### src/rtl/glpc_pkg.sv
package glpc_pkg;

  // Input item operations
  localparam logic OP_PALETTE = 1'b0;
  localparam logic OP_PIXEL   = 1'b1;

  // Result kinds
  localparam logic KIND_WINDOW = 1'b0;
  localparam logic KIND_PIXEL  = 1'b1;

  // Configuration register indexes
  localparam int CFG_INDEX_W = 4;
  localparam logic [CFG_INDEX_W-1:0] REG_FRAME_X           = 4'd0;
  localparam logic [CFG_INDEX_W-1:0] REG_IMAGE_WIDTH       = 4'd1;
  localparam logic [CFG_INDEX_W-1:0] REG_TRANSPARENT_INDEX = 4'd2;
  localparam logic [CFG_INDEX_W-1:0] REG_BACKGROUND_INDEX  = 4'd3;
  localparam logic [CFG_INDEX_W-1:0] REG_DISPOSAL_RESTORE  = 4'd4;
  localparam logic [CFG_INDEX_W-1:0] REG_TRANSPARENCY_ON   = 4'd5;
  localparam logic [CFG_INDEX_W-1:0] REG_SCREEN_WIDTH      = 4'd6;
  localparam logic [CFG_INDEX_W-1:0] REG_SCREEN_HEIGHT     = 4'd7;
  localparam int CFG_DATA_W = 11;

  // Register reset values
  localparam logic [10:0] IMAGE_WIDTH_RST   = 11'd1;
  localparam logic [10:0] SCREEN_WIDTH_RST  = 11'd320;
  localparam logic [10:0] SCREEN_HEIGHT_RST = 11'd240;

  // Line position saturates here
  localparam logic [10:0] POS_MAX = 11'd2047;

  // Depth of the queue between front and back
  localparam int QUEUE_DEPTH = 4;

  typedef struct packed {
    logic        operation;
    logic [7:0]  color_index;
    logic [15:0] palette_color;
    logic [9:0]  line_row;
    logic        line_end;
  } in_item_t;

  typedef struct packed {
    logic        kind;
    logic [9:0]  window_x;
    logic [9:0]  window_y;
    logic [10:0] window_length;
    logic [15:0] pixel_color;
    logic        last;
  } out_item_t;

  typedef struct packed {
    logic [9:0]  frame_x;
    logic [10:0] image_width;
    logic [7:0]  transparent_index;
    logic [7:0]  background_index;
    logic        disposal_restore;
    logic        transparency_on;
    logic [10:0] screen_width;
    logic [10:0] screen_height;
  } cfg_t;

  // Command from front to back. start_x is frame_x for a direct window,
  // the pixel's own column for a buffered pixel, taken as run origin when it opens a run.
  typedef struct packed {
    logic        direct;
    logic        send_window;
    logic        append;
    logic        flush;
    logic [9:0]  start_x;
    logic [9:0]  row;
    logic [10:0] win_len;
    logic [15:0] color;
  } cmd_t;

endpackage

### src/rtl/glpc_queue.sv
module glpc_queue
  import glpc_pkg::*;
(
  input  logic clk,
  input  logic rst,
  input  logic push,
  input  cmd_t push_data,
  output logic full,
  input  logic pop,
  output cmd_t pop_data,
  output logic empty
);

  localparam int AW = $clog2(QUEUE_DEPTH);

  cmd_t            slots [QUEUE_DEPTH];
  logic [AW:0]     wr_ptr;
  logic [AW:0]     rd_ptr;

  assign empty    = wr_ptr == rd_ptr;
  assign full     = (wr_ptr[AW] != rd_ptr[AW]) && (wr_ptr[AW-1:0] == rd_ptr[AW-1:0]);
  assign pop_data = slots[rd_ptr[AW-1:0]];

  // Store pushed orders
  always_ff @(posedge clk) begin
    if (push && !full) begin
      slots[wr_ptr[AW-1:0]] <= push_data;
    end
  end

  // Advance pointers
  always_ff @(posedge clk) begin
    if (rst) begin
      wr_ptr <= '0;
      rd_ptr <= '0;
    end else begin
      if (push && !full) begin
        wr_ptr <= wr_ptr + 1'b1;
      end
      if (pop && !empty) begin
        rd_ptr <= rd_ptr + 1'b1;
      end
    end
  end

endmodule

### config.mk
export PLATFORM = sky130hd
export DESIGN_NAME = glpc_queue
export DESIGN_NICKNAME = d
export VERILOG_FILES = /design/src/rtl/glpc_pkg.sv /design/src/rtl/glpc_queue.sv
export SDC_FILE = /design/constraint.sdc
export NUM_CORES = 1
export LEC_CHECK = 0
export BUFFER_PORTS_ARGS = -buffer_cell sky130_fd_sc_hd__buf_2
export CORE_AREA = 2 2 121 123
export CTS_CLUSTER_SIZE = 30
export DETAILED_ROUTE_END_ITERATION = 6
export DIE_AREA = 0 0 123 125
export GPL_ROUTABILITY_DRIVEN = 0
export HOLD_SLACK_MARGIN = 0.08
export PLACE_DENSITY_LB_ADDON = 0.3
export SKIP_CTS_REPAIR_TIMING = 1
export SLEW_MARGIN = 20
export SYNTH_ARGS = -nofsm -noshare
export SYNTH_HDL_FRONTEND = slang
export SYNTH_SLANG_ARGS = --single-unit
### constraint.sdc
create_clock -name clk -period 5.55 [get_ports clk]
set_input_delay 0.8325 -clock clk [delete_from_list [all_inputs] [get_ports clk]]
set_output_delay 0.8325 -clock clk [all_outputs]
set_load 0.02 [all_outputs]
### Word level (Yosys, flattened, before mapping)

Memories as Yosys holds them, arrays and structs flattened. A register that Yosys moved wholly into a read port is not among the register bits.
Cells that the tools add are included.

| word-level totals | value |
|---|---|
| register bits after elaboration | 6 |
| latch bits | 0 |
| memory bits (writable) | 204 |
| bits in read-only memories | 0 |
| bits of input ports | 55 |
| word-level logic and storage cells | 17 |
| memories kept | 1 |

| operators by class | value |
|---|---|
| $add $sub $neg | 2 |
| $mul | 0 |
| divide/modulo/power cells | 0 |
| order comparisons | 0 |
| equality and inequality tests | 3 |
| shift operators | 0 |
| muxes and demuxes | 4 |
| bitwise logic cells | 0 |
| reduce and logical (&&, ||, !) cells | 5 |

Memory list:

| memory | depth | bits a word | rd ports | clocked after Yosys merged registers in | write ports | RTL line | text |
|---|---|---|---|---|---|---|---|
| slots | 4 | 51 | 1 | 1 | 1 | glpc_queue.sv:16 | `cmd_t slots [QUEUE_DEPTH];` |

Operators with widths:

| kind | number |
|---|---|
| adder 3 x 1 -> 3 bit, second input constant | 2 |
| two-way mux 2 bit | 2 |
| equality test 3 bit | 1 |
| logical AND 1 bit | 3 |
| equality test 2 bit | 1 |
| logical NOT 1 bit | 2 |
| two-way mux 1 bit | 2 |
| != test 1 bit | 1 |

### Depth between registers and ports, before layout

Gate-level depths: netlist (run 1).

| logic depth | value |
|---|---|
| depth after elaboration | 6 |
| gate-level depth with buffers | 5 |

### Worst setup path after synthesis (run 1)

OpenSTA, ideal clock, no wires.

| path | value |
|---|---|
| kind | input-to-reg |
| start point | in push |
| end point | mem slots[3][0] in the netlist's numbering, enable pin |
| arrival time | 3.510 ns |
| required time | 5.060 ns |
| path slack | 1.550 ns |
| stages | 2 |
| path through | nand2_1 > a31oi_1 |

| on the way | value |
|---|---|
| word-level cells in the longest chain between the ends | 3 |

RTL lines:

| element | RTL line | text |
|---|---|---|
| start: declaration | glpc_queue.sv:6 | `input logic push,` |
| logical AND 1 bit | glpc_queue.sv:26 | `if (push && !full) begin` |
| two-way mux 1 bit | glpc_queue.sv:26 |  |
| two-way mux 1 bit (not written as such) | glpc_queue.sv:27 | `slots[wr_ptr[AW-1:0]] <= push_data;` |
| end: declaration | glpc_queue.sv:16 |  |

No other way between the ends.

==> results of run 1 <==
Yosys cell counts (2+ instances only):
library cell	instances	area [sq um]
a21oi_1	2	10.0
a31oi_1	4	25.0
a41oi_1	2	17.5
and2_1	3	18.8
buf_2	6	30.0
clkbuf_1	6	22.5
dfxtp_1	8	160
edfxtp_1	204	6130
ha_1	5	62.6
inv_1	4	15.0
mux4_2	51	1150
nand2_1	5	18.8
nand3_1	3	15.0
nand4_1	2	12.5
nor2_1	2	7.51
nor3b_1	4	30.0
o211ai_1	5	37.5
o21ai_0	4	20.0
xnor2_1	3	26.3
xor2_1	3	26.3
state kept, by name, summed over array words and instances, names as in the netlist, named ones only:
| name | flops |
|---|---|
| slots | 204 |
| rd_ptr | 3 |
| wr_ptr | 3 |
power breakdown:
part	internal, mW	total [mW]	switching (mW)
combinational	0.546	1.32	0.770
sequential	2.04	2.16	0.126
clock	0.847	1.41	0.565
kinds of logic (layout without fill, tap and decap cells):
group                      Yosys count  after routing  share of synthesized area [%]
AOI/OAI and AO/OA                   19             19                           1.63
xor gates and xnor gates             6              6                          0.665
adders and majority gates            5              5                          0.791
buffers and inverters               19            155                           1.27
DFF                                212            212                           79.5
muxes                               51             51                           14.5
and+or+nand+nor                     23             23                           1.65
layer usage:
layer,GRT usage [%],wire [um],vias to the layer above
li1,-,-,1667
met1,24.6,5600,1928
met2,30.4,7120,98
met3,3.88,734,22
met4,4.55,175,2
met5,0,14,-
worst max-delay path, delay by kind of cell, from the launching register on:
kind                   cells  cell delay [ps]
buffers and inverters      2              490
flip-flops                 1              680
multiplexers               1              570
layout by cell type (no fill, tap or decap), types with 5 or more instances in the layout:
cell type / netlist / layout
mux4_2: 51 / 51
edfxtp_1: 204 / 204
nand2_1: 5 / 5
buf_2: 6 / 107
ha_1: 5 / 5
clkinv_2: 0 / 7
dfxtp_1: 8 / 6
o211ai_1: 5 / 5
clkbuf_16: 0 / 23
buf_4: 0 / 5
through the flow:
stage	setup WS, ps	util (%)
3_3_place_gp	2780	60.9
6_report	2470	66.1
4_1_cts	2250	65.9
2_1_floorplan	1550	-
3_5_place_dp	2770	60.9
5_1_grt	2310	66.1
final cells by class:
class | instances | area [sq um] | area share [%]
Sequential cell | 212 | 6290 | 67.1
Multi-Input combinational cell | 104 | 1540 | 16.4
Timing Repair Buffer | 113 | 593 | 6.32
Clock buffer | 24 | 579 | 6.17
Tap cell | 184 | 230 | 2.45
Clock inverter | 14 | 131 | 1.40
Inverter | 4 | 15.0 | 0.160
final timing paths:
| check | startpoint | to | slack, ps | cells past startpoint |
|---|---|---|---|---|
| worst max-delay path | flip-flop | pop_data[19] | 2470 | 3 |
| worst min-delay path | push_data[9] | slots[0][9] | 550 | 1 |
| worst max register to register | wr_ptr[1] | slots[0][23] | 2870 | 4 |
| worst min register to register | wr_ptr[2] | wr_ptr[2] | 560 | 2 |
==> flow_summary.yaml, run 1 <==
outcome:
  outcome: "completed"
yosys:
  ys_seq_area_share_pct: 79.5
  synthCells: 335
  synthesis.nets: 395
  synth-main-ff-cell: "edfxtp_1"
  async_flop_share_pct: 0
  mappedNetlistArea_sq_um: 7910
  yosysWarningCount: 0
  synth.avg_cell_area_sq_um: 23.6
  yosysUniqueCellTypes: 29
  synth-seq-cells: 212
  synth_edf_count: 204
grt:
  grt_pass1_wl_um: 21000
  grt_pass1_vias: 3822
  gr-total-overflow: 0
  antenna_found_initial: 1
  grt_max_degree: 52
  grt.total_usage_pct: 18.1
drt:
  firstDrtPassIters: 4
  num_vias: 3717
  wl_per_cell_um: 20.8
  drc: 0
  postRouteAntennaNets: 0
  routed_wirelength_um: 13600
  via_per_inst: 5.67
  drt_iter0_markers: 259
timing:
  setup_violations: 0
  fin_skew_ps: 9.22
  hold-worst-slack_ps: 554
  fin_crit_sh_pct: 55.5
  max_slew_margin_pct: 45.8
  clock.fmax_ghz: 0.324
  post-route-min-period_ps: 3080
  worstMarginPinSlew_ps: 807
  grt_setup_unrepaired: "no"
  hold_violations: 0
  slew_violations: 0
  finalSetupTns_ps: 0
worst_setup_path:
  worstPathCellList: "buf_12 -> mux4_2 -> buf_2"
  worstPathRequired_ps: 4720
  slowest_stage: "dfxtp_4"
  end_kind: "output pin"
  path_max_fanout: 27
  startpoint_type: "flip-flop"
  worstSetupPathType: "reg -> out"
  arrival_ps: 2250
  critical-path-max-stage-delay_ps: 680
layout:
  final_nets: 517
  n_antenna_cell: 0
  fin_area_sq_um: 9380
  drive_above_1_share_pct: 43.5
  instances_no_fill: 655
  syn_to_final_growth_pct: 18.6
  fillCellCount: 939
placed_design:
  placed_area_sq_um: 8650
  hpwlAfterDp_um: 7950
  dp.cells: 616
  io_buffers: 107
cts:
  clk_latency_ps: 490
  clock-root-buffer: "clkbuf_16"
  clkTransAtPathRegs_ps: 60
  clock_sinks: 212
  h-tree-depth: 1
  cts_tree: "built"
  cts_inserted_buffers: 22
  cts_buffer_depth: 3
floorplanning:
  die_area_sq_um: 15400
  coreArea_sq_um: 14200
  die_y_um: 125
  die_w_um: 123
  rows: 44
  start_util_pct: 55.7
  io_pins: 108
pwr:
  power_leakage_nw: 3.16
  powerDensity_nw_per_um2: 521
  fin_total_pwr_mw: 4.89
  max-vdd-ir-drop_uv: 411
worst_hold_path:
  hold_class: "in -> reg"
run:
  maxCapViolations: 0
Power figures use the tool's default switching activity.
==> run 2, diff against run 1 <==
Settings changed: CORE_AREA 2 2 121 123 to 2 2 128 130, DIE_AREA 0 0 123 125 to 0 0 130 132.
Clock period 5.55 ns to 2.7 ns, I/O delays scaled along.
==> run 2 against run 1 <==
Largest cell class unchanged. Clock skew fell by 4.6 ps. Total power rose by 110%. Register-to-register slack worse by 2400 ps. Clock-buffer cell count down 2. Critical endpoint is now full. Setup slack worse by 2300 ps. Sequential power up 100%. Non-clock buffer count grew 6. Critical path type unchanged. Worst hold slack got worse by 420 ps. Largest power group unchanged. Clock power up 110%. Routed wire length is 2.5% higher. Design area rose by 1.6%.
==> flow_summary.yaml, run 2 (synthesis results as in run 1) <==
timing:
  hold_violations: 0
  grt_setup_unrepaired: "no"
  setup_violations: 0
  slew_violations: 0
  clock.fmax_ghz: 0.397
  fin_ws_ps: 179
  finalSetupTns_ps: 0
  worstMarginPinSlew_ps: 652
  post-route-min-period_ps: 2520
  fin_crit_sh_pct: 93.4
  max_slew_margin_pct: 56.2
  fin_skew_ps: 4.64
cts:
  clk_latency_ps: 480
  clkTransAtPathRegs_ps: 60
  cts_buffer_depth: 3
  cts_tree: "built"
  h-tree-depth: 1
  clock-root-buffer: "clkbuf_16"
  cts_inserted_buffers: 21
  clock_sinks: 212
worst_setup_path:
  end_kind: "output pin"
  worst-path-buf-inv: 1
  worstSetupPathType: "reg -> out"
  worstPathCellList: "xnor2_1 -> nand2_1 -> nor2_1 -> buf_2"
  worstPathRequired_ps: 2300
  critPathTopFamily: "XOR/XNOR gates"
  critical-path-max-stage-delay_ps: 590
  slowest_stage: "xnor2_1"
  path_max_fanout: 9
  arrival_ps: 2120
  startpoint_type: "flip-flop"
grt:
  grt_pass1_wl_um: 21600
  antenna_found_initial: 1
  gr-total-overflow: 0
  grt_max_degree: 52
  grt.total_usage_pct: 16.6
  grt_pass1_vias: 3895
worst_hold_path:
  hold_class: "in -> reg"
layout:
  syn_to_final_growth_pct: 20.5
  drive_above_1_share_pct: 44.2
  largest_reg_flops: 204
  final_nets: 522
  final_cell_mix: "edfxtp_1 (204), buf_2 (107), mux4_2 (51), clkbuf_16 (21), buf_4 (7)"
  fillCellCount: 1120
  n_antenna_cell: 0
  mostFrequentLayoutCell: "edfxtp_1"
run:
  maxCapViolations: 0
placed_design:
  place_ws_ps: 458
  hpwlAfterDp_um: 8430
  io_buffers: 107
drt:
  drt_iter0_markers: 415
  drc: 0
  via_per_inst: 5.39
  wl_per_cell_um: 20.2
  num_vias: 3725
  firstDrtPassIters: 4
  routed_wirelength_um: 14000
  postRouteAntennaNets: 0
pwr:
  max-vdd-ir-drop_uv: 514
  fin_total_pwr_mw: 10.3
  power_leakage_nw: 3.21
  powerDensity_nw_per_um2: 1080
outcome:
  outcome: "completed"
floorplanning:
  die_w_um: 130
  coreArea_sq_um: 15700
  die_y_um: 132
  start_util_pct: 50.3
  die_area_sq_um: 17200
  rows: 46
  io_pins: 108
[run 2: changes by cell type in the layout (fill, tap and decap cells not counted), sizes merged]
cell | before | now
clkinv | 12 | 9
clkbuf | 24 | 22
bufinv | 2 | 5
buf | 113 | 119
[run 2: layout make-up]
type                       count  area [sq um]  area share, %
tap                          216           270           2.84
multi-input combinational    104          1540           16.2
timing repair buffer         119           688           7.22
clock buffer                  22           529           5.55
inverter                       4          15.0          0.158
sequential                   212          6290           66.0
clock inverter                14           196           2.06
[run 2: layer usage]
layer | routed length [um] | vias to the layer above | GRT usage [%]
met1 | 5760 | 1907 | 22.2
met3 | 762 | 28 | 3.45
met4 | 293 | 2 | 4.66
li1 | - | 1678 | -
met5 | 16 | - | 0
met2 | 7150 | 110 | 27.9
[run 2: where the power goes]
group | internal, mW | switching, mW | leakage [nW] | total [mW]
Clock | 1.90 | 1.13 | 0.361 | 3.03
Combinational | 1.21 | 1.70 | 0.912 | 2.90
Sequential | 4.18 | 0.156 | 1.94 | 4.34
[run 2: metrics by stage]
| step | hold WS, ps | utilization, % | instances | cell area, sq um |
|---|---|---|---|---|
| global placement | 519 | 56.0 | 655 | 8810 |
| global route | 126 | 60.7 | 691 | 9530 |
| detailed placement | 559 | 56.0 | 655 | 8810 |
| finish | 137 | 60.7 | 691 | 9530 |
| floorplan | 494 | - | 335 | 7920 |
| CTS | 121 | 60.7 | 691 | 9530 |
[run 2: final timing paths]
check	cells after the start	to	slack [ps]	start
max reg2reg	4	slots[1][6]	480	wr_ptr[1]
max	4	full	180	wr_ptr[1]
min	1	slots[1][36]	140	push_data[36]
min reg2reg	2	rd_ptr[2]	570	rd_ptr[2]
