[config.mk]
export PLATFORM = sky130hd
export DESIGN_NAME = glpc_back
export DESIGN_NICKNAME = d
export VERILOG_FILES = /design/src/rtl/glpc_pkg.sv /design/src/rtl/glpc_back.sv
export SDC_FILE = /design/constraint.sdc
export NUM_CORES = 1
export LEC_CHECK = 0
export ABC_AREA = 1
export BUFFER_PORTS_ARGS = -buffer_cell sky130_fd_sc_hd__clkbuf_2
export CAP_MARGIN = 10
export CORE_ASPECT_RATIO = 2
export CORE_MARGIN = 3
export CORE_UTILIZATION = 48
export CTS_BUF_LIST = sky130_fd_sc_hd__clkbuf_2
export DETAILED_ROUTE_END_ITERATION = 6
export GPL_ROUTABILITY_DRIVEN = 1
export PLACE_DENSITY = 0.6
export SETUP_SLACK_MARGIN = 0.2
export SLEW_MARGIN = 10
export SYNTH_ARGS = -nofsm -noshare
export SYNTH_HDL_FRONTEND = slang
export SYNTH_SLANG_ARGS = --single-unit
[constraint.sdc]
create_clock -name clk -period 11.74 [get_ports clk]
set_input_delay 0.587 -clock clk [delete_from_list [all_inputs] [get_ports clk]]
set_output_delay 0.587 -clock clk [all_outputs]
set_load 0.02 [all_outputs]
[src/rtl/glpc_pkg.sv]
package glpc_pkg;

  // Input item operations
  localparam logic OP_PALETTE = 1'b0;
  localparam logic OP_PIXEL   = 1'b1;

  // Result kinds
  localparam logic KIND_WINDOW = 1'b0;
  localparam logic KIND_PIXEL  = 1'b1;

  // Configuration register indexes
  localparam int CFG_INDEX_W = 4;
  localparam logic [CFG_INDEX_W-1:0] REG_FRAME_X           = 4'd0;
  localparam logic [CFG_INDEX_W-1:0] REG_IMAGE_WIDTH       = 4'd1;
  localparam logic [CFG_INDEX_W-1:0] REG_TRANSPARENT_INDEX = 4'd2;
  localparam logic [CFG_INDEX_W-1:0] REG_BACKGROUND_INDEX  = 4'd3;
  localparam logic [CFG_INDEX_W-1:0] REG_DISPOSAL_RESTORE  = 4'd4;
  localparam logic [CFG_INDEX_W-1:0] REG_TRANSPARENCY_ON   = 4'd5;
  localparam logic [CFG_INDEX_W-1:0] REG_SCREEN_WIDTH      = 4'd6;
  localparam logic [CFG_INDEX_W-1:0] REG_SCREEN_HEIGHT     = 4'd7;
  localparam int CFG_DATA_W = 11;

  // Register reset values
  localparam logic [10:0] IMAGE_WIDTH_RST   = 11'd1;
  localparam logic [10:0] SCREEN_WIDTH_RST  = 11'd320;
  localparam logic [10:0] SCREEN_HEIGHT_RST = 11'd240;

  // Line position saturates here
  localparam logic [10:0] POS_MAX = 11'd2047;

  // Depth of the queue between front and back
  localparam int QUEUE_DEPTH = 4;

  typedef struct packed {
    logic        operation;
    logic [7:0]  color_index;
    logic [15:0] palette_color;
    logic [9:0]  line_row;
    logic        line_end;
  } in_item_t;

  typedef struct packed {
    logic        kind;
    logic [9:0]  window_x;
    logic [9:0]  window_y;
    logic [10:0] window_length;
    logic [15:0] pixel_color;
    logic        last;
  } out_item_t;

  typedef struct packed {
    logic [9:0]  frame_x;
    logic [10:0] image_width;
    logic [7:0]  transparent_index;
    logic [7:0]  background_index;
    logic        disposal_restore;
    logic        transparency_on;
    logic [10:0] screen_width;
    logic [10:0] screen_height;
  } cfg_t;

  // Command from front to back. start_x is frame_x for a direct window,
  // the pixel's own column for a buffered pixel, taken as run origin when it opens a run.
  typedef struct packed {
    logic        direct;
    logic        send_window;
    logic        append;
    logic        flush;
    logic [9:0]  start_x;
    logic [9:0]  row;
    logic [10:0] win_len;
    logic [15:0] color;
  } cmd_t;

endpackage

[src/rtl/glpc_back.sv]
module glpc_back
  import glpc_pkg::*;
#(
  parameter int RUN_BUFFER = 32
) (
  input  logic      clk,
  input  logic      rst,
  input  cmd_t      q_data,
  input  logic      q_empty,
  output logic      q_pop,
  output out_item_t result,
  output logic      empty,
  input  logic      pop
);

  localparam int RB_AW = (RUN_BUFFER > 1) ? $clog2(RUN_BUFFER) : 1;
  localparam int RB_CW = $clog2(RUN_BUFFER + 1);

  localparam logic [2:0] S_IDLE = 3'd0;
  localparam logic [2:0] S_DWIN = 3'd1;
  localparam logic [2:0] S_DPIX = 3'd2;
  localparam logic [2:0] S_FWIN = 3'd3;
  localparam logic [2:0] S_FPIX = 3'd4;

  logic [15:0]      run_mem [RUN_BUFFER];
  logic [15:0]      rd_data;

  logic [2:0]       state;
  logic [2:0]       state_next;
  cmd_t             cur;
  logic [RB_CW-1:0] run_count;
  logic [RB_CW-1:0] run_count_next;
  logic [9:0]       run_start_x;
  logic [RB_CW-1:0] fidx;
  logic [RB_CW-1:0] fidx_next;
  logic             out_valid;

  logic             can_load;
  logic             load;
  out_item_t        load_data;
  logic             rd_en;
  logic [RB_CW-1:0] rd_addr;
  logic [RB_CW-1:0] count_after;
  logic             flush_go;
  logic             f_last;

  assign empty    = !out_valid;
  assign can_load = !out_valid || pop;
  assign q_pop    = (state == S_IDLE) && !q_empty;

  // Sequence the results of one order
  always_comb begin
    state_next     = state;
    run_count_next = run_count;
    fidx_next      = fidx;
    load           = 1'b0;
    load_data      = '0;
    rd_en          = 1'b0;
    rd_addr        = '0;
    count_after    = q_data.append ? RB_CW'(run_count + 1'b1) : run_count;
    flush_go       = (q_data.flush || (q_data.append && count_after == RB_CW'(RUN_BUFFER)))
                     && (count_after != '0);
    f_last         = RB_CW'(fidx + 1'b1) == run_count;

    unique case (state)
      S_IDLE: begin
        if (q_pop) begin
          if (q_data.direct) begin
            run_count_next = '0;
            state_next     = q_data.send_window ? S_DWIN : S_DPIX;
          end else begin
            run_count_next = count_after;
            if (flush_go) begin
              state_next = S_FWIN;
            end
          end
        end
      end
      S_DWIN: begin
        load_data.kind          = KIND_WINDOW;
        load_data.window_x      = cur.start_x;
        load_data.window_y      = cur.row;
        load_data.window_length = cur.win_len;
        if (can_load) begin
          load       = 1'b1;
          state_next = S_DPIX;
        end
      end
      S_DPIX: begin
        load_data.kind        = KIND_PIXEL;
        load_data.pixel_color = cur.color;
        load_data.last        = 1'b1;
        if (can_load) begin
          load       = 1'b1;
          state_next = S_IDLE;
        end
      end
      S_FWIN: begin
        load_data.kind          = KIND_WINDOW;
        load_data.window_x      = run_start_x;
        load_data.window_y      = cur.row;
        load_data.window_length = 11'(run_count);
        if (can_load) begin
          load       = 1'b1;
          rd_en      = 1'b1;
          fidx_next  = '0;
          state_next = S_FPIX;
        end
      end
      S_FPIX: begin
        load_data.kind        = KIND_PIXEL;
        load_data.pixel_color = rd_data;
        load_data.last        = f_last;
        if (can_load) begin
          load = 1'b1;
          if (f_last) begin
            run_count_next = '0;
            state_next     = S_IDLE;
          end else begin
            rd_en     = 1'b1;
            rd_addr   = RB_CW'(fidx + 1'b1);
            fidx_next = RB_CW'(fidx + 1'b1);
          end
        end
      end
      default: begin
        state_next = S_IDLE;
      end
    endcase
  end

  // Run buffer: append in order, read back during a flush
  always_ff @(posedge clk) begin
    if (q_pop && !q_data.direct && q_data.append) begin
      run_mem[run_count[RB_AW-1:0]] <= q_data.color;
    end
    if (rd_en) begin
      rd_data <= run_mem[rd_addr[RB_AW-1:0]];
    end
  end

  // Capture the order and load the result register
  always_ff @(posedge clk) begin
    if (q_pop) begin
      cur <= q_data;
    end
    if (load) begin
      result <= load_data;
    end
  end

  always_ff @(posedge clk) begin
    if (rst) begin
      state       <= S_IDLE;
      run_count   <= '0;
      run_start_x <= '0;
      fidx        <= '0;
      out_valid   <= 1'b0;
    end else begin
      state     <= state_next;
      run_count <= run_count_next;
      fidx      <= fidx_next;
      if (q_pop && !q_data.direct && q_data.append && run_count == '0) begin
        run_start_x <= q_data.start_x;
      end
      if (load) begin
        out_valid <= 1'b1;
      end else if (pop) begin
        out_valid <= 1'b0;
      end
    end
  end

endmodule

# After elaboration in Yosys (flattened, before gate mapping)
# Memory sizes are Yosys's and may differ from the RTL's. A register that Yosys moved wholly into a read port is not among the register bits.
# Index checks and enable logic that the tools add are counted.
dict set report classes {
  n_eq_ne 14
  n_addsub 2
  mux 35
  reduce_logical 22
}
# operator n
set ops {}
lappend ops {{31-bit case mux with 2 select lines} 1}
lappend ops {{6-bit two-way mux} 8}
lappend ops {{17-bit case mux with 2 select lines} 1}
lappend ops {{3-bit two-way mux} 8}
lappend ops {{6-bit case mux with 2 select lines} 2}
lappend ops {{5-bit two-way mux} 3}
lappend ops {{3-bit case mux with 5 select lines} 1}
lappend ops {{2-bit inequality test (second input constant)} 7}
lappend ops {{6-bit by 1-bit adder with 6-bit output (second input constant)} 2}
lappend ops {{1-bit two-way mux} 9}
lappend ops {{4-bit AND reduction} 2}
lappend ops {{7-bit AND reduction} 1}
lappend ops {{3-bit by 2-bit == test with 1-bit output (second input constant)} 2}
lappend ops {{6-bit == test} 1}
lappend ops {{6-bit == test (second input constant)} 1}
lappend ops {{1-bit logical AND} 6}
lappend ops {{6-bit logical NOT} 1}
lappend ops {{2-bit nonzero test} 3}
lappend ops {{6-bit nonzero test} 1}
lappend ops {{4-bit OR reduction} 1}
lappend ops {{3-bit by 1-bit == test with 1-bit output (second input constant)} 1}
lappend ops {{3-bit == test (second input constant)} 1}
lappend ops {{1-bit logical NOT} 3}
lappend ops {{3-bit logical NOT} 1}
lappend ops {{other kinds (5)} 6}
dict set report word_totals {
  regBits 122
  memories 1
  inputBits 55
  word_cells 89
  mem_bits_rw 512
  out_inout_bits 51
}
# memory depth word_bits read_ports rd_clocked_by_memory_dff wr line_no
set mem_list {}
lappend mem_list {run_mem 32 16 1 1 1 glpc_back.sv:25} ;# logic [15:0] run_mem [RUN_BUFFER];

# Depth between registers and ports, before layout
dict set report logic_depth {
  depth_word 10
  mapped_depth 19
  ltp_nobuf 17
}

# Worst setup path after synthesis
# No wires, ideal clock.
dict set report synth_timing {
  kind {register to register}
  start {register state[1]}
  end {register run_start_x[0]}
  setup_ns 0.128
  synth_period_minus_slack_ns 4.854
  path_slack_ns 6.886
  path_buffers 1
  required_time_ns 11.612
  t_arrival_ns 4.726
  stages_incl_launch_ff 14
  cell_sequence {dfxtp_1 > nor2_1 > inv_1 > nor2_1 > inv_1 > nor2_1 > nand3_1 > inv_1 > nand2_1 > nor2_1 > nand2_1 > clkbuf_1 > o21ai_0 > a21oi_1}
}
dict set report synth_between {
  elab_chain_len 5
}
# element line_no
set synth_rtl {}
lappend synth_rtl {{start, declared} glpc_back.sv:28} ;# logic [2:0] state;
lappend synth_rtl {{start signal, assigned} glpc_back.sv:160} ;# state <= state_next;
lappend synth_rtl {{3-bit logical NOT} glpc_back.sv:49} ;# assign q_pop = (state == S_IDLE) && !q_empty;
lappend synth_rtl {{1-bit logical AND} glpc_back.sv:49}
lappend synth_rtl {{named net q_pop} glpc_back.sv:10} ;# output logic q_pop,
lappend synth_rtl {{1-bit logical AND (3 in series)} glpc_back.sv:163} ;# if (q_pop && !q_data.direct && q_data.append && run_count == '0) begin
lappend synth_rtl {{end signal, assigned} glpc_back.sv:164} ;# run_start_x <= q_data.start_x;
lappend synth_rtl {{end, declared} glpc_back.sv:33} ;# logic [9:0] run_start_x;
# The timed path passes the listed nets, and every way through them passes these cells.
# A chain may end at the register's enable or synchronous reset.

# Worst setup path in the final report
dict set report layout_timing {
  start {register fidx[0]}
  end {register rd_data[15] (read register of run_mem), data pin}
}
dict set report layout_between {
  elab_chain_len 5
}
# element line_no
set layout_rtl {}
lappend layout_rtl {{start, declared} glpc_back.sv:34} ;# logic [RB_CW-1:0] fidx;
lappend layout_rtl {{start signal, assigned} glpc_back.sv:162} ;# fidx <= fidx_next;
lappend layout_rtl {{6-bit by 1-bit adder with 6-bit output (*)} glpc_back.sv:63} ;# f_last = RB_CW'(fidx + 1'b1) == run_count;
lappend layout_rtl {{6-bit == test} glpc_back.sv:63}
lappend layout_rtl {{1-bit two-way mux / 5-bit two-way mux (equally long branches)} glpc_back.sv:116} ;# if (f_last) begin
lappend layout_rtl {{1-bit two-way mux / 5-bit two-way mux (equally long branches)} glpc_back.sv:114} ;# if (can_load) begin
lappend layout_rtl {{1-bit case mux with 2 select lines / 5-bit two-way mux (equally long branches)} glpc_back.sv:65} ;# unique case (state)
lappend layout_rtl {{end, declared} glpc_back.sv:26} ;# logic [15:0] rd_data;
# Mark *: on every way between the ends. The rest lies on a longest branch, timed or not.

==> metrics.cfg <==
[detailed_routing]
vias_per_cell = 5.51
dr.pass1.iters = 7
drc_errors = 1
ant_nets = 0
routed-via-count = 19440
drt-total-wl_um = 77500
wire_per_inst_um = 22.0
drt-initial-drc-count = 1787

[power]
swShare_pct = 34.4
clkPwrFrac_pct = 25.9
power_density_nw_per_um2 = 183
p_seq_share_pct = 51.1
intPower_mw = 3.67
combPwrFrac_pct = 23.0
ir_worst_vdd_uv = 102
p_total_mw = 5.59
switchingPower_mw = 1.92
power_leakage_nw = 12.3

[synth]
ys_types = 31
ys_seq_area_share_pct = 69.9
synth_top_cells_by_area = edfxtp_1, nand3_1, nand2_1
synth_top_area_share_pct = 68.0
synth_area_um2 = 27500
synth_edf_count = 624
syn_nets = 2541
syn_area_per_cell_um2 = 11.1
synth.most_common_cell = edfxtp_1
synth_top_area_cell = edfxtp_1
synth_ff_type = edfxtp_1
post_synth_inst_count = 2481
async_reset_ff_share_pct = 0
synth-seq-cells = 650
synth_common_cells = edfxtp_1, nand2_1, nand3_1, inv_1, nand3b_1
synth_warnings = 0

[global_route]
grt_pass1_vias = 19621
grt_pass1_wl_um = 117000
antenna_found_initial = 1
gr-total-overflow = 0
grt_max_degree = 109
track_usage_pct = 25.6

[sta]
hold_slack_ps = 128
setup-violations-final = 0
tns_ps = 0
period_minus_slack_ps = 5920
tightest_slew_ps = 1180
rsz0062_at_grt = no
slew_violations = 0
setup_ws_ps = 5820
relSlewSlack_pct = 20.6
skew_ps = 73.5
fmax_mhz = 169
post-route-period-util_pct = 50.4
finalHoldViolCount = 0

[clock_network]
ctsHoldBuffers = 43
cts_sinks = 650
clk_root_buffer_cell = clkbuf_2
cts.repair.resized = 0
cts_max_level = 4
cts_setup_buffers = 0
clk_pin_slew_ps = 100
clockBufferDepth = 3
clkLatencyLatePin_ps = 1180
cts_tree = done
cts_inserted_buffers = 144

[layout]
syn_to_final_growth_pct = 11.0
nFillCells = 4979
stdcell_count = 3531
drive_gt1_share_pct = 14.1
final_nets = 2735
post-route-cell-area_um2 = 30600
utilization_pct = 54.1

[die]
die_h_um = 345
die-area_um2 = 60500
chipWidth_um = 175
std_cell_rows = 123
start_util_pct = 48.8
io_pins = 106
coreArea_um2 = 56500

[placement]
io_buffers = 105
placed_cells = 3236
postPlaceCellArea_um2 = 28800
gp_congestion = 0.889
dpl.hpwl_um = 44600
place_ws_ps = 5980

[setup_path]
critPathKind = flop to flop
crit_arrival_ps = 6970
cp-end-kind = flop
cp-start-kind = flop
cp_max_fo = 93
cp.required_ps = 12790

[flow_run]
maxCapViolCount = 0

[status]
violations = design-rule violations
status = complete, but fails checks

[hold_path]
hp-class = input port to flop

## worst max-delay path, cell delays in order (launching register included)
cell,delay [ps]
dfxtp_1,490
ha_1,310
nand2_1,100
nand2_1,170
nand2_1,70
nand3_1,90
nor2_1,70
nand3_4,660
buf_4,980
nand2_1,350
nor2_1,420
nand2_2,60
buf_4,310
inv_2,670
nand3_1,250
nand2_1,320
nand2_1,200
nand2_1,110
## flip-flops by register name, indices dropped and copies added (netlist names)
name,flops
run_count,6
result,49
state,3
cur,47
fidx,6
rd_data,16
run_mem,512
out_valid,1
run_start_x,10
## logic make-up after synthesis
logic type | share of synthesized area [%]
compound gates | 1.80
xor+xnor | 0.127
fa+ha+maj | 0.227
buf+inv | 5.87
flops | 69.9
simple gates | 22.1
## final cells by class
cell class / count / area, µm² / area share [%]
Clock inverter: 48 / 327 / 1.07
Multi-Input combinational cell: 1425 / 6740 / 22.1
Timing Repair Buffer: 196 / 1320 / 4.31
Clock buffer: 203 / 1020 / 3.32
Inverter: 258 / 968 / 3.17
Sequential cell: 650 / 19300 / 63.0
Tap cell: 750 / 938 / 3.07
Antenna cell: 1 / 2.50 / 0.00819
## power groups by stage
stage / sequential [mW] / clock [mW] / combinational (mW)
2_1_floorplan: 3.00 / 0 / 0.713
3_3_place_gp: 2.91 / 0 / 1.26
3_5_place_dp: 2.91 / 0 / 1.27
4_1_cts: 2.85 / 1.49 / 1.29
5_1_grt: 2.87 / 1.59 / 1.40
6_report: 2.86 / 1.45 / 1.29
## routing by layer
layer	track usage [%]	part of all wire [%]
met1	29.5	37
met3	3.68	6.4
met4	14.2	5.3
met5	0	0
met2	45.7	52
## cells in the final DEF, fill, tap and decap left out, types with 2 or more instances in the layout
cell type	instances
a211oi_1	3
a21oi_1	25
a22o_1	16
buf_4	48
bufinv_16	5
clkbuf_2	308
clkinv_1	32
clkinv_2	6
clkinvlp_4	2
dfxtp_1	26
dlygate4sd3_1	43
edfxtp_1	624
ha_1	5
inv_1	251
inv_2	10
nand2_1	615
nand2_2	2
nand3_1	532
nand3_4	2
nand3b_1	96
nand4_1	3
nor2_1	71
nor2_2	2
nor2_4	2
nor3_1	3
nor3_4	2
o21ai_0	33
xor2_1	4
## final timing paths
| kind | from | end | slack [ps] | depth (start not counted) |
|---|---|---|---|---|
| worst min-delay path | q_data[36] | cur[36]$_DFFE_PP_ | 130 | 2 |
| worst max register to register | fidx[0]$_SDFFE_PP0P_ | rd_data[15]$_DFFE_PP_ | 5820 | 17 |
| worst min register to register | run_start_x[3]$_SDFFE_PP0P_ | run_start_x[3]$_SDFFE_PP0P_ | 460 | 2 |
| worst max-delay path | fidx[0]$_SDFFE_PP0P_ | rd_data[15]$_DFFE_PP_ | 5820 | 17 |
(Power assumes the default switching activity.)
